[src/rtl/assert_macros.svh]
// Assertion macros for the placement clearance check unit
`ifndef ASSERT_MACROS_SVH
`define ASSERT_MACROS_SVH
`define ASSERT_IMPL(lbl, clk, rst, ante, cons, msg) \
   lbl: assert property (@(posedge clk) disable iff (rst) (ante) |-> (cons)) \
      else $error(msg);
`define ASSERT_NEXT(lbl, clk, rst, ante, cons, msg) \
   lbl: assert property (@(posedge clk) disable iff (rst) (ante) |=> (cons)) \
      else $error(msg);
`endif

[src/rtl/pcc_pkg.sv]
// ---------------------------------------------------------------------------
// pcc_pkg
// Types and constants shared by the placement clearance check unit.
// ---------------------------------------------------------------------------
`timescale 1ns / 1ps
package pcc_pkg;
   localparam int MaxExclusions = 256;
   localparam int MaxRoutes     = 256;
   localparam int ExclAw = $clog2(MaxExclusions);
   localparam int RouteAw = $clog2(MaxRoutes);
   localparam int ExclCw = $clog2(MaxExclusions + 1);
   localparam int RouteCw = $clog2(MaxRoutes + 1);

   localparam logic [1:0] ACT_CLEAR = 2'd0;
   localparam logic [1:0] ACT_EXCL  = 2'd1;
   localparam logic [1:0] ACT_ROUTE = 2'd2;
   localparam logic [1:0] ACT_QUERY = 2'd3;

   localparam logic [2:0] ST_OK     = 3'd0;
   localparam logic [2:0] ST_RANGE  = 3'd1;
   localparam logic [2:0] ST_FULL   = 3'd2;
   localparam logic [2:0] ST_MASK   = 3'd3;
   localparam logic [2:0] ST_LENGTH = 3'd4;

   localparam logic CSR_AGENT0 = 1'b0;
   localparam logic CSR_AGENT1 = 1'b1;

   localparam logic [14:0] SizeMax = 15'd16384;
   localparam logic [14:0] ExclMin = 15'd26;
   localparam logic [41:0] Window  = 42'd524288;
   localparam logic [41:0] SegMax  = 42'd131072;

   typedef struct packed {
      logic [1:0]         action;
      logic signed [39:0] point_x;
      logic signed [39:0] point_z;
      logic signed [39:0] end_x;
      logic signed [39:0] end_z;
      logic [14:0]        size_value;
      logic [1:0]         agent_mask;
   } req_type;

   typedef struct packed {
      logic       allowed;
      logic [2:0] status;
      logic [8:0] exclusion_count;
      logic [8:0] route_count;
   } rsp_type;

   typedef struct packed {
      logic signed [39:0] x;
      logic signed [39:0] z;
      logic [14:0]        radius;
   } excl_type;

   typedef struct packed {
      logic signed [39:0] sx;
      logic signed [39:0] sz;
      logic signed [39:0] ex;
      logic signed [39:0] ez;
      logic [14:0]        lane_radius;
      logic [1:0]         agents;
   } route_type;

   // request to the shared multiply-accumulate unit
   typedef struct packed {
      logic        start;
      logic        clear;
      logic        negate;
      logic [63:0] a;
      logic [63:0] b;
   } mac_cmd_type;
endpackage

[src/rtl/pcc_mac.sv]
// ---------------------------------------------------------------------------
// pcc_mac
// Shared 128-bit signed multiply-accumulate, 32x32 partial product a cycle.
// ---------------------------------------------------------------------------
`timescale 1ns / 1ps
module pcc_mac (
   input  logic                  clock,
   input  logic                  reset,
   input  pcc_pkg::mac_cmd_type  cmd,
   output logic                  busy,
   output logic signed [127:0]   acc
);
   logic [1:0]          step_ff, step_in;
   logic                busy_ff, busy_in;
   logic [63:0]         a_ff, a_in, b_ff, b_in;
   logic                neg_ff, neg_in;
   logic [127:0]        part_ff, part_in;
   logic signed [127:0] acc_ff, acc_in;
   logic [31:0]         ah, bh;
   logic [63:0]         pp;
   logic [127:0]        shifted, next_part;

   always_comb begin
      ah = step_ff[1] ? a_ff[63:32] : a_ff[31:0];
      bh = step_ff[0] ? b_ff[63:32] : b_ff[31:0];
      pp = 64'(ah) * 64'(bh);
      shifted = 128'(pp) << (7'(step_ff[0] + step_ff[1]) * 7'd32);
      next_part = part_ff + shifted;
      step_in = step_ff;
      busy_in = busy_ff;
      a_in = a_ff;
      b_in = b_ff;
      neg_in = neg_ff;
      part_in = part_ff;
      acc_in = cmd.clear ? '0 : acc_ff;
      if (busy_ff) begin
         part_in = next_part;
         step_in = step_ff + 2'd1;
         if (step_ff == 2'd3) begin
            busy_in = 1'b0;
            acc_in = neg_ff ? acc_in - $signed(next_part) : acc_in + $signed(next_part);
         end
      end else if (cmd.start) begin
         busy_in = 1'b1;
         step_in = 2'd0;
         a_in = cmd.a;
         b_in = cmd.b;
         neg_in = cmd.negate;
         part_in = '0;
      end
   end

   always_ff @(posedge clock) begin
      if (reset) begin
         busy_ff <= 1'b0;
         step_ff <= 2'd0;
      end else begin
         busy_ff <= busy_in;
         step_ff <= step_in;
      end
      a_ff <= a_in;
      b_ff <= b_in;
      neg_ff <= neg_in;
      part_ff <= part_in;
      acc_ff <= acc_in;
   end

   assign busy = busy_ff;
   assign acc = acc_ff;
endmodule

[config.mk]
export PLATFORM = sky130hd
export DESIGN_NAME = pcc_mac
export DESIGN_NICKNAME = d
export VERILOG_FILES = /design/src/rtl/assert_macros.svh /design/src/rtl/pcc_pkg.sv /design/src/rtl/pcc_mac.sv
export SDC_FILE = /design/constraint.sdc
export NUM_CORES = 2
export LEC_CHECK = 0
export ABC_AREA = 1
export BUFFER_PORTS_ARGS = -buffer_cell sky130_fd_sc_hd__clkbuf_2
export CAP_MARGIN = 0
export CORE_MARGIN = 10
export CORE_UTILIZATION = 45
export CTS_CLUSTER_SIZE = 30
export DETAILED_ROUTE_END_ITERATION = 16
export GPL_ROUTABILITY_DRIVEN = 1
export HOLD_SLACK_MARGIN = 0.08
export PLACE_DENSITY = 0.58
export SYNTH_ARGS = -nofsm -noshare
export SYNTH_HDL_FRONTEND = slang
export SYNTH_SLANG_ARGS = --single-unit
[constraint.sdc]
create_clock -name clock -period 26.2 [get_ports clock]
set_clock_uncertainty 0.05 [all_clocks]
set_input_delay 1.31 -clock clock [delete_from_list [all_inputs] [get_ports clock]]
set_output_delay 1.31 -clock clock [all_outputs]
set_load 0.03 [all_outputs]
==> metrics.md <==
| Metric | Value |
|---|---|
| Number of synthesized flops with an enable pin | 257 |
| Post-route ant nets | 0 |
| Max incr delay on CP | 1190 ps |
| Sequential share of the synthesized area | 13.8% |
| Tot GR Track Use | 38.1% |
| WHS | 473 ps |
| Post-CTS Setup Bufs | 0 |
| Setup Crit Path Kind | flop to flop |
| I/O pin count | 262 |
| Normalized max-slew margin | -2.12% |
| Clk Latency, worst-skew pair | 720 ps |
| Gpl congestion | 1.09 |
| Place WS | 7530 ps |
| Post-synth cell types | 64 |
| Slew @ Worst Pin | 1520 ps |
| CTS tree | built |
| Clk buf depth | 3 |
| Initial antenna violation count | 13 |
| First-pass GRT wire length | 514000 microns |
| Setup TNS | 0 ps |
| Core area | 0.165 sq mm |
| Initial Utilization | 45.4% |
| Max cap viols | 2 |
| FFs w/ async S/R, synth | 0% |
| Hpwl dp | 305000 microns |
| Register area | 0.0103 sq mm |
| Vias per cell | 5.53 |
| Die area | 0.183 sq mm |
| Slowest stage cell, crit path | inv_1 |
| PnR worst setup slack | 6940 ps |
| Row count | 149 |
| Avg Cell Area, Syn | 6.70 sq um |
| Via count | 75192 |
| Main flop type after synthesis | edfxtp_1 |
| Register bit total from synthesis | 388 |
| Yosys warns | 0 |
| Cts hold-fix bufs | 0 |
| Multi-input gate area | 0.0544 sq mm |
| Endpoints failing setup | 0 |
| Most frequent cells in the layout | nand2_1 (2854), inv_1 (2467), nor2_1 (1670) |
| Gr ovfl total | 0 |
| DRC Markers | 0 |
| Violated checks | max-capacitance violations, max-slew violations |
| Synthesized Nets | 12732 |
| Clock sink count | 388 |
| Syn Inst Count | 11182 |
| Drt total wl | 358000 microns |
| Fin. max-slew vios | 3 |
| Minimum clock period | 19260 ps |
| Die Span Y | 428 microns |
| Area growth syn-to-layout | 8.10% |
| WL/cell | 26.3 microns |
| Period utilization | 73.5% |
| Worst EP required | 26690 ps |
| Largest net degree at the start of global routing | 79 |
| Worst setup EP type | flop |
| Unrepaired setup endpoints after global routing | false |
| Vias in the first global route | 75698 |
| Final net count | 12908 |
| Crit path top cell by count | nand2_1 |
| # H-tree levels | 2 |
| Max Freq | 51.9 MHz |
| Post-CTS Resized | 0 |
| Worst EP arrival | 19750 ps |
| Inserted Clock Buffers | 55 |
| Util after Layout | 49.1% |
| Most common cell after layout, fill and taps aside | nand2_1 |
| CP max FO | 48 |
| Final hold vios | 0 |
| Initial DRC Count | 7470 |
| Fill cells | 17318 |
| CP startpoint kind | flop |
| Clock transition at path regs | 60 ps |
| Clock root buffer | clkbuf_16 |
| Tightest Hold Check Type | flop to flop |
| I/O Buffers | 261 |
| DRT Pass-1 Iters | 7 |
| Run status | finished with violations |
| Die W | 428 microns |
| Mapped cell area | 0.0749 sq mm |
| Layout cell share with drive strength beyond 1 | 6.21% |
==> synthesized netlist by cell type, types with 34 or more instances <==
| master | n | area share (%) |
|---|---|---|
| a21oi_1 | 453 | 3.0 |
| a31oi_1 | 110 | 0.92 |
| clkbuf_1 | 230 | 1.2 |
| clkinv_1 | 35 | 0.18 |
| dfxtp_1 | 131 | 3.5 |
| edfxtp_1 | 257 | 10 |
| fa_1 | 898 | 24 |
| ha_1 | 519 | 8.7 |
| inv_1 | 2471 | 12 |
| nand2_1 | 2855 | 14 |
| nand2_2 | 38 | 0.32 |
| nand3_1 | 259 | 1.7 |
| nand3b_1 | 53 | 0.53 |
| nand4_1 | 67 | 0.56 |
| nor2_1 | 1671 | 8.4 |
| nor3_1 | 69 | 0.46 |
| nor4_1 | 34 | 0.28 |
| o21a_1 | 37 | 0.37 |
| o21ai_0 | 352 | 2.4 |
| o21ai_1 | 54 | 0.36 |
| o21bai_1 | 36 | 0.36 |
| or2_2 | 38 | 0.32 |
| xnor2_1 | 101 | 1.2 |
| xor2_1 | 162 | 1.9 |
==> critical path: cells and delay by family (launching register included) <==
family	cells	cell delay, ps
AND/OR/NAND/NOR	29	6210
flip-flops	1	540
AO/OA/AOI/OAI	11	3800
buffers and inverters	9	2300
XOR/XNOR	2	730
adder cells (fa/ha/maj)	11	5290
==> cell type report <==
cell class                 count  area share [%]
multi-input combinational   8006            67.2
sequential                   388            12.8
inverter                    2530            11.7
tap                         2189            3.38
timing repair buffer         377            2.69
clock buffer                  70            1.84
clock inverter                31           0.402
antenna                        9          0.0278
==> kinds of logic (layout without fill, tap and decap cells) <==
logic type,Yosys count,count (layout),share of synthesized area (%)
compound gates,1143,1143,8.43
xor+xnor,269,269,3.22
fa+ha+maj,1417,1417,32.6
buf+inv,2788,3008,14.0
flops,388,388,13.8
mux,2,2,0.0267
other cells,0,9,0
simple gates,5175,5175,27.9
==> routing by layer <==
metal  up-vias  track usage [%]  wire [microns]
met5         -                0             105
met4        16             26.1           30800
met3      1048             7.69           30700
met2      3640             60.9          159000
met1     36299             46.0          137000
li1      34189                -               -
==> final timing paths <==
path	end	slack [ps]	depth (start not counted)	start
max reg2reg	acc[114]	6940	62	step_ff[0]
max	acc[114]	6940	62	step_ff[0]
min	acc[117]	470	2	acc[117]
min reg2reg	acc[117]	470	2	acc[117]
==> sequential cells by signal (all words and copies together), names as in the netlist <==
name and count:
acc 128, part_ff 128, a_ff 64, b_ff 64, step_ff 2, busy 1, neg_ff 1
==> through the flow <==
stage / area (sq um) / instances
2_1_floorplan: 74900 / 11182
3_3_place_gp: 79200 / 13488
3_5_place_dp: 79200 / 13490
4_1_cts: 81000 / 13591
5_1_grt: 81000 / 13593
6_report: 81000 / 13600
Power is left out: the tool's default activity adds up to more than one toggle a clock period on the data nets, which glitch-free logic cannot reach.
